### config.mk
export PLATFORM = sky130hd
export DESIGN_NAME = api_frame_receiver_top_flat
export DESIGN_NICKNAME = d
export VERILOG_FILES = /design/src/hdl/afr_pkg.sv /design/src/hdl/afr_in_if.sv /design/src/hdl/afr_out_if.sv /design/src/hdl/afr_front.sv /design/src/hdl/afr_queue.sv /design/src/hdl/afr_back.sv /design/src/hdl/api_frame_receiver_top.sv /design/src/flat_wrapper.sv
export VERILOG_INCLUDE_DIRS = /design/src /design/src/hdl
export SDC_FILE = /design/constraint.sdc
export NUM_CORES = 1
export LEC_CHECK = 0
export BUFFER_PORTS_ARGS = -buffer_cell sky130_fd_sc_hd__clkbuf_2
export CAP_MARGIN = 20
export CORE_MARGIN = 2
export CORE_UTILIZATION = 53
export CTS_BUF_LIST = sky130_fd_sc_hd__clkbuf_16
export DETAILED_ROUTE_END_ITERATION = 7
export GPL_TIMING_DRIVEN = 0
export PLACE_DENSITY = 0.76
export SKIP_LAST_GASP = 1
export SYNTH_ARGS = -nofsm -noshare
export SYNTH_HDL_FRONTEND = slang
export SYNTH_SLANG_ARGS = --single-unit
export TNS_END_PERCENT = 100
### constraint.sdc
create_clock -name i_clk -period 4.4 [get_ports i_clk]
set_input_delay 0.66 -clock i_clk [delete_from_list [all_inputs] [get_ports i_clk]]
set_output_delay 0.66 -clock i_clk [all_outputs]
set_load 0.02 [all_outputs]
### src/hdl/assert_macros.svh
// assertion macros shared by the rtl
`ifndef ASSERT_MACROS_SVH
`define ASSERT_MACROS_SVH

`ifndef SYNTHESIS

`define AFR_ASSERT_IMPL(lbl, clk, rst_n, ante, cons, msg) \
    lbl: assert property (@(posedge clk) disable iff (!rst_n) (ante) |-> (cons)) \
        else $error(msg);

`define AFR_ASSERT_NEXT(lbl, clk, rst_n, ante, cons, msg) \
    lbl: assert property (@(posedge clk) disable iff (!rst_n) (ante) |=> (cons)) \
        else $error(msg);

`else

`define AFR_ASSERT_IMPL(lbl, clk, rst_n, ante, cons, msg)

`define AFR_ASSERT_NEXT(lbl, clk, rst_n, ante, cons, msg)

`endif

`endif

### src/hdl/afr_pkg.sv
package afr_pkg;

    localparam int BYTE_W     = 8;
    localparam int LEN_W      = 16;
    localparam int APB_DATA_W = 32;
    localparam int APB_ADDR_W = 3;

    localparam int AFR_QUEUE_DEPTH = 4;

    localparam logic [BYTE_W-1:0] START_DELIM      = 8'h7E;
    localparam logic [BYTE_W-1:0] SUM_GOOD         = 8'hFF;
    localparam logic [LEN_W-1:0]  MAX_LENGTH_RESET = 16'd255;

    localparam logic KIND_DATA = 1'b0;
    localparam logic KIND_END  = 1'b1;

    localparam logic REG_IDX_MAX_LENGTH = 1'b0;

    typedef enum logic [2:0] {
        PH_HUNT    = 3'd0,
        PH_LEN_HI  = 3'd1,
        PH_LEN_LO  = 3'd2,
        PH_PAYLOAD = 3'd3,
        PH_CSUM    = 3'd4
    } t_phase;

    typedef struct packed {
        logic              kind;
        logic [BYTE_W-1:0] data_byte;
        logic [LEN_W-1:0]  byte_index;
        logic              checksum_ok;
        logic [LEN_W-1:0]  frame_length;
    } t_entry;

    typedef struct packed {
        logic   valid;
        t_entry entry;
    } t_push;

    typedef struct packed {
        logic full;
        logic empty;
    } t_q_status;

endpackage

### src/hdl/afr_in_if.sv
interface afr_in_if import afr_pkg::*; ();
    logic              valid;
    logic              ready;
    logic [BYTE_W-1:0] rx_byte;

    modport source (output valid, output rx_byte, input ready);
    modport sink (input valid, input rx_byte, output ready);
endinterface

### src/hdl/afr_out_if.sv
interface afr_out_if import afr_pkg::*; ();
    logic              valid;
    logic              ready;
    logic              kind;
    logic [BYTE_W-1:0] data_byte;
    logic [LEN_W-1:0]  byte_index;
    logic              checksum_ok;
    logic [LEN_W-1:0]  frame_length;
    logic              last;

    modport source (
        output valid, output kind, output data_byte, output byte_index,
        output checksum_ok, output frame_length, output last, input ready
    );
    modport sink (
        input valid, input kind, input data_byte, input byte_index,
        input checksum_ok, input frame_length, input last, output ready
    );
endinterface

### src/hdl/afr_front.sv
module afr_front import afr_pkg::*; (
    input  logic             i_clk,
    input  logic             i_rst_n,
    afr_in_if.sink           i_rx,
    input  logic [LEN_W-1:0] i_max_length,
    input  logic             i_full,
    output t_push            o_push
);

    t_phase             r_phase, n_phase;
    logic [LEN_W-1:0]   r_length, n_length;
    logic [LEN_W-1:0]   r_count, n_count;
    logic [BYTE_W-1:0]  r_sum, n_sum;
    logic               w_fire;
    logic [LEN_W-1:0]   w_len;
    logic [LEN_W-1:0]   w_count_inc;
    logic [BYTE_W-1:0]  w_sum_add;

    assign i_rx.ready  = !i_full;
    assign w_fire      = i_rx.valid && !i_full;
    assign w_len       = {r_length[LEN_W-1:BYTE_W], i_rx.rx_byte};
    assign w_count_inc = r_count + 1'b1;
    assign w_sum_add   = r_sum + i_rx.rx_byte;

    // next phase
    always_comb begin
        n_phase = r_phase;
        if (w_fire) begin
            case (r_phase)
                PH_LEN_HI: begin
                    n_phase = PH_LEN_LO;
                end
                PH_LEN_LO: begin
                    if (w_len > i_max_length) begin
                        n_phase = PH_HUNT;
                    end else if (w_len == '0) begin
                        n_phase = PH_CSUM;
                    end else begin
                        n_phase = PH_PAYLOAD;
                    end
                end
                PH_PAYLOAD: begin
                    if (w_count_inc == r_length) begin
                        n_phase = PH_CSUM;
                    end
                end
                PH_CSUM: begin
                    n_phase = PH_HUNT;
                end
                default: begin
                    n_phase = (i_rx.rx_byte == START_DELIM) ? PH_LEN_HI : PH_HUNT;
                end
            endcase
        end
    end

    // frame counters and queue writes
    always_comb begin
        n_length = r_length;
        n_count  = r_count;
        n_sum    = r_sum;
        o_push   = '0;
        if (w_fire) begin
            case (r_phase)
                PH_LEN_HI: begin
                    n_length = {i_rx.rx_byte, {BYTE_W{1'b0}}};
                end
                PH_LEN_LO: begin
                    n_length = w_len;
                    n_count  = '0;
                    n_sum    = '0;
                end
                PH_PAYLOAD: begin
                    n_count                   = w_count_inc;
                    n_sum                     = w_sum_add;
                    o_push.valid              = 1'b1;
                    o_push.entry.kind         = KIND_DATA;
                    o_push.entry.data_byte    = i_rx.rx_byte;
                    o_push.entry.byte_index   = r_count;
                    o_push.entry.frame_length = r_length;
                end
                PH_CSUM: begin
                    o_push.valid              = 1'b1;
                    o_push.entry.kind         = KIND_END;
                    o_push.entry.checksum_ok  = (w_sum_add == SUM_GOOD);
                    o_push.entry.frame_length = r_length;
                end
                default: begin
                    n_length = r_length;
                end
            endcase
        end
    end

    always_ff @(posedge i_clk) begin
        if (!i_rst_n) begin
            r_phase  <= PH_HUNT;
            r_length <= '0;
            r_count  <= '0;
            r_sum    <= '0;
        end else begin
            r_phase  <= n_phase;
            r_length <= n_length;
            r_count  <= n_count;
            r_sum    <= n_sum;
        end
    end

endmodule

### src/hdl/afr_queue.sv
module afr_queue import afr_pkg::*; #(
    parameter int DEPTH = AFR_QUEUE_DEPTH
) (
    input  logic      i_clk,
    input  logic      i_rst_n,
    input  t_push     i_push,
    input  logic      i_pop,
    output t_entry    o_head,
    output t_q_status o_status
);

    localparam int PTR_W = (DEPTH > 1) ? $clog2(DEPTH) : 1;
    localparam int CNT_W = $clog2(DEPTH + 1);

    t_entry             r_mem [DEPTH];
    logic [PTR_W-1:0]   r_wr, n_wr;
    logic [PTR_W-1:0]   r_rd, n_rd;
    logic [CNT_W-1:0]   r_count, n_count;
    logic               w_wr_en;
    logic               w_rd_en;

    assign o_status.full  = (r_count == CNT_W'(DEPTH));
    assign o_status.empty = (r_count == '0);
    assign o_head         = r_mem[r_rd];

    assign w_wr_en = i_push.valid && !o_status.full;
    assign w_rd_en = i_pop && !o_status.empty;

    always_comb begin
        n_wr    = r_wr;
        n_rd    = r_rd;
        n_count = r_count;
        if (w_wr_en) begin
            n_wr = (r_wr == PTR_W'(DEPTH - 1)) ? '0 : r_wr + 1'b1;
        end
        if (w_rd_en) begin
            n_rd = (r_rd == PTR_W'(DEPTH - 1)) ? '0 : r_rd + 1'b1;
        end
        if (w_wr_en && !w_rd_en) begin
            n_count = r_count + 1'b1;
        end else if (w_rd_en && !w_wr_en) begin
            n_count = r_count - 1'b1;
        end
    end

    always_ff @(posedge i_clk) begin
        if (w_wr_en) begin
            r_mem[r_wr] <= i_push.entry;
        end
    end

    always_ff @(posedge i_clk) begin
        if (!i_rst_n) begin
            r_wr    <= '0;
            r_rd    <= '0;
            r_count <= '0;
        end else begin
            r_wr    <= n_wr;
            r_rd    <= n_rd;
            r_count <= n_count;
        end
    end

endmodule

### src/hdl/afr_back.sv
module afr_back import afr_pkg::*; (
    input  logic      i_clk,
    input  logic      i_rst_n,
    input  t_entry    i_head,
    input  t_q_status i_status,
    output logic      o_pop,
    afr_out_if.source o_res
);

    logic   r_valid, n_valid;
    t_entry r_entry;

    assign o_pop   = !i_status.empty && (!r_valid || o_res.ready);
    assign n_valid = o_pop || (r_valid && !o_res.ready);

    always_ff @(posedge i_clk) begin
        if (!i_rst_n) begin
            r_valid <= 1'b0;
        end else begin
            r_valid <= n_valid;
        end
    end

    always_ff @(posedge i_clk) begin
        if (o_pop) begin
            r_entry <= i_head;
        end
    end

    assign o_res.valid        = r_valid;
    assign o_res.kind         = r_entry.kind;
    assign o_res.data_byte    = r_entry.data_byte;
    assign o_res.byte_index   = r_entry.byte_index;
    assign o_res.checksum_ok  = r_entry.checksum_ok;
    assign o_res.frame_length = r_entry.frame_length;
    assign o_res.last         = (r_entry.kind == KIND_END);

endmodule

### src/hdl/api_frame_receiver_top.sv
// a result is written into the result queue at the edge that accepts its byte, then into the output register
// throughput: one byte per cycle, sustained while the output is taken
// the result queue (QUEUE_DEPTH entries) absorbs output stalls before input ready drops
// reset (synchronous, active low): parser hunts, queue and output empty, max_length 255
`include "assert_macros.svh"

module api_frame_receiver_top import afr_pkg::*; #(
    parameter int QUEUE_DEPTH = AFR_QUEUE_DEPTH
) (
    input  logic                  i_clk,
    input  logic                  i_rst_n,
    afr_in_if.sink                i_rx,
    afr_out_if.source             o_res,
    input  logic                  psel,
    input  logic                  penable,
    input  logic                  pwrite,
    input  logic [APB_ADDR_W-1:0] paddr,
    input  logic [APB_DATA_W-1:0] pwdata,
    output logic [APB_DATA_W-1:0] prdata,
    output logic                  pready
);

    logic [LEN_W-1:0] r_max_length;
    logic             w_reg_idx;
    logic             w_cfg_wr;
    t_push            w_push;
    t_entry           w_head;
    t_q_status        w_qstat;
    logic             w_pop;

    // configuration port
    assign pready    = 1'b1;
    assign w_reg_idx = paddr[APB_ADDR_W-1];
    assign w_cfg_wr  = psel && penable && pwrite && pready;
    assign prdata    = (w_reg_idx == REG_IDX_MAX_LENGTH)
                     ? {{(APB_DATA_W-LEN_W){1'b0}}, r_max_length} : '0;

    always_ff @(posedge i_clk) begin
        if (!i_rst_n) begin
            r_max_length <= MAX_LENGTH_RESET;
        end else if (w_cfg_wr && (w_reg_idx == REG_IDX_MAX_LENGTH)) begin
            r_max_length <= pwdata[LEN_W-1:0];
        end
    end

    afr_front u_front (
        .i_clk        (i_clk),
        .i_rst_n      (i_rst_n),
        .i_rx         (i_rx),
        .i_max_length (r_max_length),
        .i_full       (w_qstat.full),
        .o_push       (w_push)
    );

    afr_queue #(
        .DEPTH (QUEUE_DEPTH)
    ) u_queue (
        .i_clk    (i_clk),
        .i_rst_n  (i_rst_n),
        .i_push   (w_push),
        .i_pop    (w_pop),
        .o_head   (w_head),
        .o_status (w_qstat)
    );

    afr_back u_back (
        .i_clk    (i_clk),
        .i_rst_n  (i_rst_n),
        .i_head   (w_head),
        .i_status (w_qstat),
        .o_pop    (w_pop),
        .o_res    (o_res)
    );

    `AFR_ASSERT_IMPL(a_no_push_when_full, i_clk, i_rst_n, w_push.valid, !w_qstat.full, "result pushed into full queue")
    `AFR_ASSERT_NEXT(a_push_lands, i_clk, i_rst_n, w_push.valid && !w_pop, !w_qstat.empty, "pushed result missing from queue")
    `AFR_ASSERT_IMPL(a_index_in_frame, i_clk, i_rst_n, o_res.valid && (o_res.kind == KIND_DATA), o_res.byte_index < o_res.frame_length, "payload index beyond frame length")

endmodule

### src/flat_wrapper.sv
// flat-port wrapper written by rule: the top's interface ports become plain ports
module api_frame_receiver_top_flat import afr_pkg::*;
#(
    parameter int QUEUE_DEPTH = AFR_QUEUE_DEPTH
)
  (i_clk, i_rst_n, psel, penable, pwrite, paddr, pwdata, prdata, pready, i_rx_valid, i_rx_rx_byte, i_rx_ready, o_res_valid, o_res_kind, o_res_data_byte, o_res_byte_index, o_res_checksum_ok, o_res_frame_length, o_res_last, o_res_ready);
  afr_in_if i_rx_i ();
  afr_out_if o_res_i ();
  input  logic i_clk;
  input  logic i_rst_n;
  input  logic psel;
  input  logic penable;
  input  logic pwrite;
  input  logic [APB_ADDR_W-1:0] paddr;
  input  logic [APB_DATA_W-1:0] pwdata;
  output logic [APB_DATA_W-1:0] prdata;
  output logic pready;
  input wire logic [$bits(i_rx_i.valid)-1:0] i_rx_valid;
  input wire logic [$bits(i_rx_i.rx_byte)-1:0] i_rx_rx_byte;
  output wire logic [$bits(i_rx_i.ready)-1:0] i_rx_ready;
  output wire logic [$bits(o_res_i.valid)-1:0] o_res_valid;
  output wire logic [$bits(o_res_i.kind)-1:0] o_res_kind;
  output wire logic [$bits(o_res_i.data_byte)-1:0] o_res_data_byte;
  output wire logic [$bits(o_res_i.byte_index)-1:0] o_res_byte_index;
  output wire logic [$bits(o_res_i.checksum_ok)-1:0] o_res_checksum_ok;
  output wire logic [$bits(o_res_i.frame_length)-1:0] o_res_frame_length;
  output wire logic [$bits(o_res_i.last)-1:0] o_res_last;
  input wire logic [$bits(o_res_i.ready)-1:0] o_res_ready;
  assign i_rx_i.valid = i_rx_valid;
  assign i_rx_i.rx_byte = i_rx_rx_byte;
  assign i_rx_ready = i_rx_i.ready;
  assign o_res_valid = o_res_i.valid;
  assign o_res_kind = o_res_i.kind;
  assign o_res_data_byte = o_res_i.data_byte;
  assign o_res_byte_index = o_res_i.byte_index;
  assign o_res_checksum_ok = o_res_i.checksum_ok;
  assign o_res_frame_length = o_res_i.frame_length;
  assign o_res_last = o_res_i.last;
  assign o_res_i.ready = o_res_ready;
  api_frame_receiver_top #(.QUEUE_DEPTH(QUEUE_DEPTH)) u_core (.i_clk(i_clk), .i_rst_n(i_rst_n), .i_rx(i_rx_i), .o_res(o_res_i), .psel(psel), .penable(penable), .pwrite(pwrite), .paddr(paddr), .pwdata(pwdata), .prdata(prdata), .pready(pready));
endmodule
== After elaboration in Yosys (flattened, before gate mapping) ==
Memories as Yosys holds them, arrays and structs flattened. A register that Yosys moved wholly into a read port is not among the register bits.
Cells that the tools add are included.

* Bits in writable memories: 168
* Memories: 1
* Input bits: 50
* Word-level logic and storage cells: 79
* Register bits after elaboration: 67
* Output and inout bits: 78

{| class="wikitable"
|+ Memories
! memory !! depth !! width !! rd ports !! clocked after memory_dff !! wr ports !! line !! source
|-
| u_core.u_queue.r_mem || 4 || 42 || 1 || 1 || 1 || afr_queue.sv:15 || <nowiki>t_entry r_mem [DEPTH];</nowiki>
|}

* Bitwise logic cells: 2
* Add/subtract/negate cells: 6
* Equality and inequality tests: 11
* Multiplexer cells: 20
* Reduce and logical (&&, ||, !) cells: 28
* Order comparisons: 1

{| class="wikitable"
|+ Operators with widths
! cell !! number
|-
| 16-bit case mux with 2 select lines || 2
|-
| 43-bit two-way mux || 1
|-
| 16-bit two-way mux || 2
|-
| 24-bit two-way mux || 1
|-
| 16-bit by 1-bit adder with 16-bit output (second input constant) || 1
|-
| 16-bit == test || 1
|-
| 16-bit greater-than comparator || 1
|-
| 16-bit zero test || 1
|-
| 8-bit case mux with 2 select lines || 1
|-
| 3-bit two-way mux || 5
|-
| 3-bit case mux with 4 select lines || 1
|-
| 1-bit logical AND || 10
|-
| 8-bit adder || 1
|-
| 8-bit by 7-bit == test with 1-bit output (second input constant) || 1
|-
| 8-bit == test (second input constant) || 1
|-
| 3-bit by 2-bit == test with 1-bit output (second input constant) || 2
|-
| 3-bit == test (second input constant) || 2
|-
| 1-bit zero test || 6
|-
| 2-bit AND reduction || 3
|-
| 2-bit nonzero test || 3
|-
| 2-bit by 1-bit adder with 2-bit output (second input constant) || 2
|-
| 2-bit == test (second input constant) || 2
|-
| 1-bit two-way mux || 4
|-
| 2-bit two-way mux || 2
|-
| other kinds (10) || 12
|}

== Longest topological paths before layout ==
Gate-level depths: netlist of run 1.

* Depth in word-level cells: 9
* Mapped depth: 13
* Depth with buffers taken out: 11

== Modules after synthesis ==
From an unflattened synthesis of run 1, not the netlist that was laid out.

* Cell total of the unflattened synthesis: 875
* Area total of the unflattened synthesis: 12,279.3 um2

{| class="wikitable"
|+ Modules (own cells, without submodules)
! module !! cells each !! times used !! seq. area each (um2) !! area an instance (um2)
|-
| afr_queue || 271 || 1 || 5,225.0 || 6,593.8
|-
| afr_front || 451 || 1 || 860.8 || 3,425.8
|-
| afr_back || 47 || 1 || 1,281.2 || 1,312.5
|-
| api_frame_receiver_top || 106 || 1 || 320.3 || 947.2
|}

== Least setup slack after synthesis of run 1 ==
OpenSTA, ideal clock, no wires.

* Path kind: input -> register
* From: input port o_res_ready
* To: register u_core.u_queue.r_count[2]
* Required time: 4.329 ns
* Library setup time: 0.071 ns
* Path slack: 0.108 ns
* Data arrival time: 4.222 ns
* Path buffers: 0
* Stages: 9
* Cell sequence: inv_1 a21oi_1 inv_1 ha_1 inv_1 fa_1 xor2_1 or3_1 a21oi_1

* Word-level cells in the longest chain between the ends: 6
* Elaborated cells between the ends (all ways): 8
* Classes of those cells: mux: 1; reduce/logical: 7

{| class="wikitable"
|+ RTL lines
! what !! line !! source
|-
| from (decl) || flat_wrapper.sv:28 || <nowiki>input wire logic [$bits(o_res_i.ready)-1:0] o_res_ready;</nowiki>
|-
| 1-bit logical OR * || afr_back.sv:13 || <nowiki>assign o_pop = !i_status.empty && (!r_valid || o_res.ready);</nowiki>
|-
| 1-bit logical AND * || afr_back.sv:13 ||
|-
| named net u_core.u_back.o_pop || afr_back.sv:6 || <nowiki>output logic o_pop,</nowiki>
|-
| 1-bit logical AND * || afr_queue.sv:27 || <nowiki>assign w_rd_en = i_pop && !o_status.empty;</nowiki>
|-
| 1-bit zero test || afr_queue.sv:39 || <nowiki>if (w_wr_en && !w_rd_en) begin</nowiki>
|-
| 1-bit logical AND || afr_queue.sv:39 ||
|-
| 3-bit two-way mux or 2-bit nonzero test (tied branches) || - ||
|-
| to (signal assigned) || afr_queue.sv:60 || <nowiki>r_count <= n_count;</nowiki>
|-
| to (decl) || afr_queue.sv:18 || <nowiki>logic [CNT_W-1:0] r_count, n_count;</nowiki>
|}

Mark *: on every way through the listed nets, which the timed path passes. The rest lies on a longest branch.
A chain may end at the register's enable or synchronous reset.

== Final worst setup path of run 1 ==
* From: register u_core.u_queue.r_count[0]
* To: register u_core.u_queue.r_count[2]

* Word-level cells in the longest chain between the ends: 8
* Elaborated cells between the ends (all ways): 18
* Classes of those cells: add/sub: 2; eq/ne: 1; mux: 3; reduce/logical: 12

{| class="wikitable"
|+ RTL lines
! what !! line !! source
|-
| 3-bit == test * || afr_queue.sv:22 || <nowiki>assign o_status.full = (r_count == CNT_W'(DEPTH));</nowiki>
|-
| 1-bit zero test * || afr_front.sv:20, afr_queue.sv:26 ||
|-
| 1-bit logical AND || afr_front.sv:20 || <nowiki>assign w_fire = i_rx.valid && !i_full;</nowiki>
|-
| 43-bit two-way mux || afr_front.sv:63 || <nowiki>if (w_fire) begin</nowiki>
|-
| 1-bit logical AND * || afr_queue.sv:26 || <nowiki>assign w_wr_en = i_push.valid && !o_status.full;</nowiki>
|-
| named net u_core.u_queue.w_wr_en || afr_queue.sv:19 || <nowiki>logic w_wr_en;</nowiki>
|-
| 1-bit zero test || afr_queue.sv:41 || <nowiki>end else if (w_rd_en && !w_wr_en) begin</nowiki>
|-
| 1-bit logical AND || afr_queue.sv:41 ||
|-
| 2-bit nonzero test (no line) || - ||
|}

Mark *: on every way through the listed nets, which the timed path passes. The rest lies on a longest branch. The select of a mux whose other input is x is not followed.

==> results of run 1 <==
-- layout by cell type, fill, tap and decap left out, types with 7 or more instances in the layout --
cell | synthesis | layout
buf_4 | 18 | 18
clkbuf_1 | 35 | 35
mux2i_1 | 9 | 9
nor2b_1 | 22 | 18
o21ai_0 | 21 | 21
xnor2_1 | 14 | 14
and3_1 | 24 | 24
nor2_1 | 76 | 76
nand2_1 | 59 | 59
clkbuf_2 | 0 | 91
inv_1 | 30 | 33
mux4_2 | 42 | 42
nand3_1 | 11 | 11
ha_1 | 30 | 30
dfxtp_1 | 67 | 67
xor2_1 | 17 | 17
bufinv_16 | 0 | 7
o211ai_1 | 7 | 7
clkbuf_16 | 0 | 28
a21oi_1 | 45 | 44
nor3_1 | 14 | 14
conb_1 | 2 | 17
nor4_1 | 9 | 9
a22oi_1 | 13 | 13
edfxtp_1 | 210 | 210
nand4_1 | 9 | 9
-- registers in the layout, summed over array words and instances (netlist names), 2 cells and up --
signal                            cells
u_core.u_queue.r_rd                   2
u_core.u_queue.r_count                3
u_core.u_front.r_length              16
u_core.u_back.o_res.byte_index       16
u_core.u_queue.r_wr                   2
u_core.u_back.o_res.data_byte         8
u_core.u_back.o_res.frame_length     16
u_core.u_front.r_count               16
u_core.u_front.r_phase                3
u_core.u_queue.r_mem                168
u_core.r_max_length                  16
u_core.u_front.r_sum                  8
-- area by class of cell --
class                           instances  area (um2)
Buffer                                 57         293
Clock buffer                           28         701
Clock inverter                         24         327
Fill cell                            1587        8010
Inverter                               31         116
Multi-Input combinational cell        500        3810
Sequential cell                       277        7650
Tap cell                              280         350
Timing Repair Buffer                   96         563
-- cells in the mapped netlist, drive strengths merged, types with 2 or more instances --
| library cell | instances | share of area, % |
|---|---|---|
| a211oi | 4 | 0.30 |
| a21o | 4 | 0.26 |
| a21oi | 45 | 1.9 |
| a22oi | 13 | 0.83 |
| a31oi | 6 | 0.32 |
| and3 | 28 | 1.6 |
| and4 | 2 | 0.15 |
| buf | 21 | 1.3 |
| clkbuf | 36 | 1.2 |
| conb | 2 | 0.064 |
| dfxtp | 67 | 11 |
| edfxtp | 210 | 54 |
| fa | 2 | 0.34 |
| ha | 30 | 3.2 |
| inv | 31 | 0.99 |
| mux2i | 9 | 0.77 |
| mux4 | 42 | 8.0 |
| nand2 | 59 | 1.9 |
| nand2b | 2 | 0.11 |
| nand3 | 12 | 0.62 |
| nand3b | 4 | 0.26 |
| nand4 | 9 | 0.48 |
| nor2 | 78 | 2.5 |
| nor2b | 22 | 1.2 |
| nor3 | 15 | 0.73 |
| nor3b | 3 | 0.19 |
| nor4 | 9 | 0.48 |
| o2111ai | 2 | 0.15 |
| o211a | 2 | 0.17 |
| o211ai | 7 | 0.45 |
| o21a | 3 | 0.19 |
| o21ai | 22 | 0.94 |
| or3 | 4 | 0.21 |
| or3b | 2 | 0.15 |
| or4 | 2 | 0.13 |
| xnor2 | 14 | 1.0 |
| xor2 | 17 | 1.3 |
-- worst paths after layout --
kind                                            endpoint  slack [ps]                                   start  cells past startpoint
setup / recovery  u_core.u_queue.r_count[2]$_SDFFE_PN0P_         850  u_core.u_queue.r_count[0]$_SDFFE_PN0P_                     13
hold / removal       u_core.r_max_length[0]$_SDFFE_PN1P_         340                               pwdata[0]                      3
setup reg to reg  u_core.u_queue.r_count[2]$_SDFFE_PN0P_         850  u_core.u_queue.r_count[0]$_SDFFE_PN0P_                     13
hold reg to reg     u_core.r_max_length[10]$_SDFFE_PN0P_         460    u_core.r_max_length[10]$_SDFFE_PN0P_                      2
-- kinds of logic (layout without fill, tap and decap cells) --
| logic type | after synthesis | count (layout) | synth area share, % |
|---|---|---|---|
| AOI/OAI and AO/OA | 114 | 114 | 5.93 |
| other | 2 | 17 | 0.0638 |
| xor gates and xnor gates | 31 | 31 | 2.31 |
| DFF | 277 | 277 | 65.0 |
| buffers and inverters | 88 | 236 | 3.48 |
| and+or+nand+nor | 255 | 255 | 10.9 |
| adders and majority gates | 32 | 32 | 3.53 |
| muxes | 51 | 51 | 8.80 |
-- metal layers --
layer	wire length (um)	GRT usage (%)	share of wire, %
met1	10400	28.7	42
met2	12000	34.9	49
met3	1640	3.49	6.6
met4	707	6.66	2.9
met5	0	0	0
-- per-stage QoR --
stage / worst slack (ps) / cells / power (mW) / TNS, ps / hold WS, ps
2_1_floorplan: 108 / 865 / 4.52 / 0 / 436
3_3_place_gp: -1220 / 1236 / 4.96 / -150820 / 443
3_5_place_dp: 890 / 1241 / 5.05 / 0 / 448
4_1_cts: 848 / 1293 / 7.63 / 0 / 325
5_1_grt: 623 / 1293 / 7.86 / 0 / 344
6_report: 851 / 1293 / 7.56 / 0 / 339
-- worst max-delay path, stage by stage (launching register included) --
cell and delay [ps]:
dfxtp_1 360, or3b_1 450, and2_1 190, clkbuf_4 200
and3_1 290, nor2_1 510, clkbuf_1 410, inv_1 80
ha_1 220, inv_1 70, fa_1 170, xor2_1 70
or3_1 310, a21oi_1 140
-- where the power goes --
part | internal (mW) | switching [mW]
Clock | 1.58 | 1.00
Sequential | 3.20 | 0.114
Combinational | 0.653 | 1.01
==> flow_summary.yaml, run 1 <==
cts:
  cts-resized-gates: 0
  path_clk_slew_ps: 60
  clock_latency_ps: 550
  cts_sinks: 277
  clockRootBuffer: "clkbuf_16"
  cts_tree: "yes"
  hold_buffers: 0
  h-tree-depth: 1
  cts_setup_buffers: 0
  numCtsBuffers: 28
  clockBufferDepth: 3
sta:
  skew_ps: 18.0
  finalSetupViolCount: 0
  drv_slew: 0
  rsz0062_at_grt: "false"
  post-route-period-util_pct: 80.7
  slew-limit-headroom_pct: 23.7
  tightestPinTransition_ps: 1130
  period_minus_slack_ps: 3550
  hold_viol_final: 0
  fmax_mhz: 282
synth:
  ys_ff_latch: 277
  ys_seq_area_share_pct: 65.0
  synth_edf_count: 210
  yosysWarnings: 0
  synth_ff_type: "edfxtp_1"
  yosysUniqueCellTypes: 58
  synthCells: 850
  async_flop_share_pct: 0
  syn_avg_cell_area_um2: 13.9
  netlist_area_um2: 11800
critical_path:
  cp-end-kind: "flop"
  path_class: "reg2reg"
  crit_path_start_kind: "flop"
  path_max_fanout: 10
  cp.arrival_ps: 4020
  cp.required_ps: 4870
die:
  rows: 54
  die_h_um: 153
  dieArea_um2: 23400
  floorplan.initialDensity_pct: 53.9
  die_w_um: 153
  ios: 128
  core-area_um2: 21800
placement:
  place.gp.congestion: 0.897
  portBuffers: 91
  place_area_um2: 12800
  post-dp-hpwl_mm: 17.0
detailed_routing:
  drtIter0Drc: 601
  drt_first_pass_iters: 5
  drt_wl_total_mm: 24.7
  viasPerCell: 5.67
  routedWlPerCell_um: 19.1
  drc: 0
  vias: 7330
  postRouteAntennaNets: 0
power:
  powerDensity_nw_per_um2: 548
  vdd_drop_max_v: 0.000343
  static-leakage-power_nw: 5.13
outcome:
  outcome: "completed"
layout:
  final_nets: 1073
  diodes: 0
  syn2layout_area_growth_pct: 17.3
  final_util_pct: 63.3
  drive_gt1_share_pct: 21.6
  fin_area_um2: 13800
global_route:
  grt-ovfl-total: 0
  grt_start_max_net_pins: 31
  antenna_found_initial: 0
  track_usage_pct: 21.0
  grt_pass1_wl_mm: 39.1
  grt_pass1_vias: 7071
run:
  drv_cap: 0
worst_hold_path:
  min_path_type: "in2reg"
Power figures use the tool's default switching activity.
==> inputs of run 2 (changes only) <==
- clock period: 4.4 -> 3 ns (I/O delays scaled with it)
==> flow_summary.yaml, run 2 (same netlist as run 1, synthesis figures left out) <==
global_route:
  grt-ovfl-total: 0
  grt_start_max_net_pins: 32
  track_usage_pct: 20.7
  grt_pass1_vias: 7189
  antenna_found_initial: 0
  grt_pass1_wl_mm: 38.5
sta:
  drv_slew: 0
  period_minus_slack_ps: 2870
  finalSetupViolCount: 0
  setup_ws_ps: 129
  holdWs_ps: 125
  post-route-period-util_pct: 95.7
  rsz0062_at_grt: "true"
  tightestPinTransition_ps: 861
  fmax_mhz: 348
  slew-limit-headroom_pct: 42.6
  skew_ps: 19.4
  hold_viol_final: 0
worst_hold_path:
  min_path_type: "in2reg"
  min_from: "pwdata[0]"
cts:
  cts_sinks: 277
  clockRootBuffer: "clkbuf_16"
  path_clk_slew_ps: 60
  clockBufferDepth: 3
  clock_latency_ps: 540
  h-tree-depth: 1
  numCtsBuffers: 28
  hold_buffers: 0
  cts_tree: "yes"
power:
  powerDensity_nw_per_um2: 769
  swShare_pct: 28.9
  power_frac_seq_pct: 46.0
  clockPowerShare_pct: 31.0
  vdd_drop_max_v: 0.000388
  combPwrFrac_pct: 23.0
  static-leakage-power_nw: 5.12
  internal_power_mw: 7.51
  netSwitchingPower_mw: 3.05
detailed_routing:
  drt_first_pass_iters: 5
  postRouteAntennaNets: 0
  drtIter0Drc: 545
  routedWlPerCell_um: 18.7
  drc: 0
  drt_wl_total_mm: 24.2
  viasPerCell: 5.63
  vias: 7297
die:
  rows: 54
  die_w_um: 153
  core-area_um2: 21800
  dieArea_um2: 23400
  ios: 128
  floorplan.initialDensity_pct: 53.9
  die_h_um: 153
run:
  drv_cap: 0
layout:
  largest_reg_flops: 168
  final_cell_mix: "edfxtp_1, clkbuf_2, nor2_1"
  final_util_pct: 62.9
  final_common_cell: "edfxtp_1"
  final_nets: 1078
  fin_area_um2: 13700
  regMostFlops: "u_core.u_queue.r_mem"
  drive_gt1_share_pct: 21.9
  diodes: 0
  syn2layout_area_growth_pct: 16.5
  stdcell_count: 1296
placement:
  portBuffers: 91
  numPlacedInstances: 1241
  place.gp.congestion: 0.918
  pre_cts_ws_ps: -532
  post-dp-hpwl_mm: 16.4
  place_area_um2: 12800
critical_path:
  crit_start: "u_core.u_queue.r_count[0]$_SDFFE_PN0P_"
  critPathMaxStageDelay_ps: 420
  cpMostUsedCell: "inv_1"
  crit_path_start_kind: "flop"
  reg2reg_from: "u_core.u_queue.r_count[0]$_SDFFE_PN0P_"
  path_class: "reg2reg"
  cp.arrival_ps: 3340
  path_max_fanout: 10
  cp.required_ps: 3470
  cp_cell_sequence: "or3b_1 -> nand2_1 -> nor3_2 -> nor2_4 -> clkbuf_4 -> inv_1 -> ha_1 -> inv_1 -> fa_1 -> xor2_1 -> or3_1 -> a21oi_1"
  critPathSlowestCell: "dfxtp_1"
  cp-end-kind: "flop"
outcome:
  outcome: "completed"
==> run 2: changes by cell type in the layout (fill, tap and decap cells not counted), sizes merged <==
cell    before  now
buf         26   31
bufinv       7    2
inv         34   33
clkinv      12   16
==> run 2: layout make-up <==
type | count | area [um2]
Fill cell | 1605 | 8100
Sequential cell | 277 | 7650
Multi-Input combinational cell | 500 | 3840
Clock buffer | 28 | 701
Timing Repair Buffer | 101 | 606
Tap cell | 280 | 350
Buffer | 57 | 297
Clock inverter | 22 | 166
Inverter | 31 | 116
==> run 2: timing repair <==
action	CTS	global route
setup buffers	3	2
gates resized for setup	4	5
pin swaps	1	0
endpoints found under the setup margin	107	60
==> run 2: stage by stage <==
stage | setup TNS, ps | power [mW]
after global routing | -74.5 | 11.0
after floorplan | -53000 | 6.62
after detailed placement | -13000 | 7.37
after global placement | -199620 | 7.26
final | 0 | 10.6
after CTS | 0 | 10.6
==> run 2: metal layers <==
metal	part of all wire, %	up-vias	track usage (%)	wire length (um)
met5	0	-	0	0
met4	2.5	0	6.39	594
met3	5.6	38	2.86	1350
met2	48	248	34.3	11500
met1	44	3574	28.9	10800
li1	-	3437	-	-
==> run 2: critical path: cells and delay by family (launching register included) <==
family	cells	cell delay, ps
compound gates	1	140
xor+xnor	1	160
fa+ha+maj	2	550
buf+inv	3	330
flops	1	420
simple gates	5	1190
==> run 2: worst paths after layout <==
| check | to | cells past startpoint | slack (ps) |
|---|---|---|---|
| setup / recovery | u_core.u_queue.r_count[2]$_SDFFE_PN0P_ | 12 | 130 |
| hold / removal | u_core.r_max_length[0]$_SDFFE_PN1P_ | 3 | 130 |
| setup reg to reg | u_core.u_queue.r_count[2]$_SDFFE_PN0P_ | 12 | 130 |
| hold reg to reg | u_core.r_max_length[15]$_SDFFE_PN0P_ | 2 | 450 |
==> run 2: power by group through the flow <==
stage	Clock [mW]	Sequential [mW]	Combinational, mW
after global placement	0	4.96	2.30
final	3.27	4.86	2.42
after global routing	3.46	4.90	2.64
after floorplan	0	5.31	1.30
after CTS	3.31	4.86	2.46
after detailed placement	0	4.94	2.43
==> inputs of run 3 (changes only) <==
- BUFFER_PORTS_ARGS: -buffer_cell sky130_fd_sc_hd__clkbuf_2 -> unset
- CORE_UTILIZATION: 53 -> 57
- DONT_BUFFER_PORTS: unset -> 1
- GPL_TIMING_DRIVEN: 0 -> unset
- PLACE_DENSITY: 0.76 -> 0.75
==> flow_summary.yaml, run 3 (same netlist as run 1, synthesis figures left out) <==
outcome:
  outcome: "completed"
placement:
  post-dp-hpwl_mm: 15.7
  place.gp.congestion: 0.894
  numPlacedInstances: 1097
  portBuffers: 0
critical_path:
  crit_path_start_kind: "flop"
  cp.required_ps: 3460
  cp.arrival_ps: 3160
  path_class: "reg2reg"
  crit_start: "u_core.u_front.r_count[5]$_SDFFE_PN0P_"
  reg2reg_from: "u_core.u_front.r_count[5]$_SDFFE_PN0P_"
  path_max_fanout: 13
  cp-end-kind: "flop"
layout:
  final_util_pct: 64.7
  final_cell_mix: "edfxtp_1, nor2_1, dfxtp_1"
  regMostFlops: "u_core.u_queue.r_mem"
  diodes: 0
  stdcell_count: 1152
  final_common_cell: "edfxtp_1"
  drive_gt1_share_pct: 13.6
  largest_reg_flops: 168
  final_nets: 943
  syn2layout_area_growth_pct: 11.2
cts:
  hold_buffers: 2
  path_clk_slew_ps: 60
  cts_setup_buffers: 0
  numCtsBuffers: 28
  cts_sinks: 277
  clockRootBuffer: "clkbuf_16"
  cts-resized-gates: 0
  clockBufferDepth: 3
  h-tree-depth: 1
  cts_tree: "yes"
  clock_latency_ps: 530
sta:
  skew_ps: 15.5
  hold_viol_final: 0
  fmax_mhz: 371
  period_minus_slack_ps: 2690
  post-route-period-util_pct: 89.8
  tns_ps: 0
  rsz0062_at_grt: "false"
  drv_slew: 0
  tightestPinTransition_ps: 999
  holdWs_ps: 17.2
  finalSetupViolCount: 0
  slew-limit-headroom_pct: 33.3
die:
  floorplan.initialDensity_pct: 58.2
  rows: 52
  core-area_um2: 20200
  die_w_um: 148
  ios: 128
  die_h_um: 148
  dieArea_um2: 21800
global_route:
  antenna_found_initial: 0
  grt_pass1_wl_mm: 38.1
  grt_start_max_net_pins: 56
  grt_pass1_vias: 7035
  track_usage_pct: 22.4
  grt-ovfl-total: 0
detailed_routing:
  drt_wl_total_mm: 23.8
  vias: 6952
  drc: 0
  routedWlPerCell_um: 20.7
  postRouteAntennaNets: 0
  drt_first_pass_iters: 8
  viasPerCell: 6.03
  drtIter0Drc: 629
power:
  total_power_mw: 10.4
  vdd_drop_max_v: 0.000498
  static-leakage-power_nw: 4.64
  powerDensity_nw_per_um2: 798
worst_hold_path:
  min_from: "i_rst_n"
  min_path_type: "in2reg"
run:
  drv_cap: 0
## run 3: stage by stage
step / setup slack (ps) / instance area, um2
after global placement: 316 / 12100
after detailed placement: 236 / 12100
final: 305 / 13100
after CTS: 225 / 13000
after global routing: 148 / 13100
after floorplan: -631 / 11800
## run 3: critical path, cell delays in order (launching register included)
cell and delay (ps):
dfxtp_1 550, nand2_1 160, nor3_4 280, and3_2 260, xnor2_1 70, or4_1 530, or4_1 560, a211oi_2 210
## run 3: layer usage
metal  part of all wire, %  routed length, um  global-route usage (%)
met4                   2.1                503                    6.44
met1                    42              10100                    31.2
met2                    49              11600                    37.0
met5                     0                  0                       0
met3                   6.8               1620                    3.46
## run 3: worst paths after layout
| check | to | slack, ps | depth (start not counted) |
|---|---|---|---|
| setup reg to reg | u_core.u_front.r_phase[2]$_SDFFE_PN0P_ | 310 | 7 |
| hold reg to reg | u_core.r_max_length[13]$_SDFFE_PN0P_ | 460 | 2 |
| setup / recovery | u_core.u_front.r_phase[2]$_SDFFE_PN0P_ | 310 | 7 |
| hold / removal | u_core.r_max_length[2]$_SDFFE_PN1P_ | 20 | 1 |
## run 3: area by class of cell
| cell class | instances | area (um2) |
|---|---|---|
| timing repair buffer | 23 | 235 |
| inverter | 31 | 116 |
| clock buffer | 29 | 726 |
| fill | 1456 | 7150 |
| tap | 270 | 338 |
| sequential | 277 | 7650 |
| clock inverter | 22 | 203 |
| multi-input combinational | 500 | 3820 |
## run 3: power by group
part	switching (mW)	internal (mW)
Combinational	0.925	0.723
Sequential	0.614	4.73
Clock	1.37	2.08
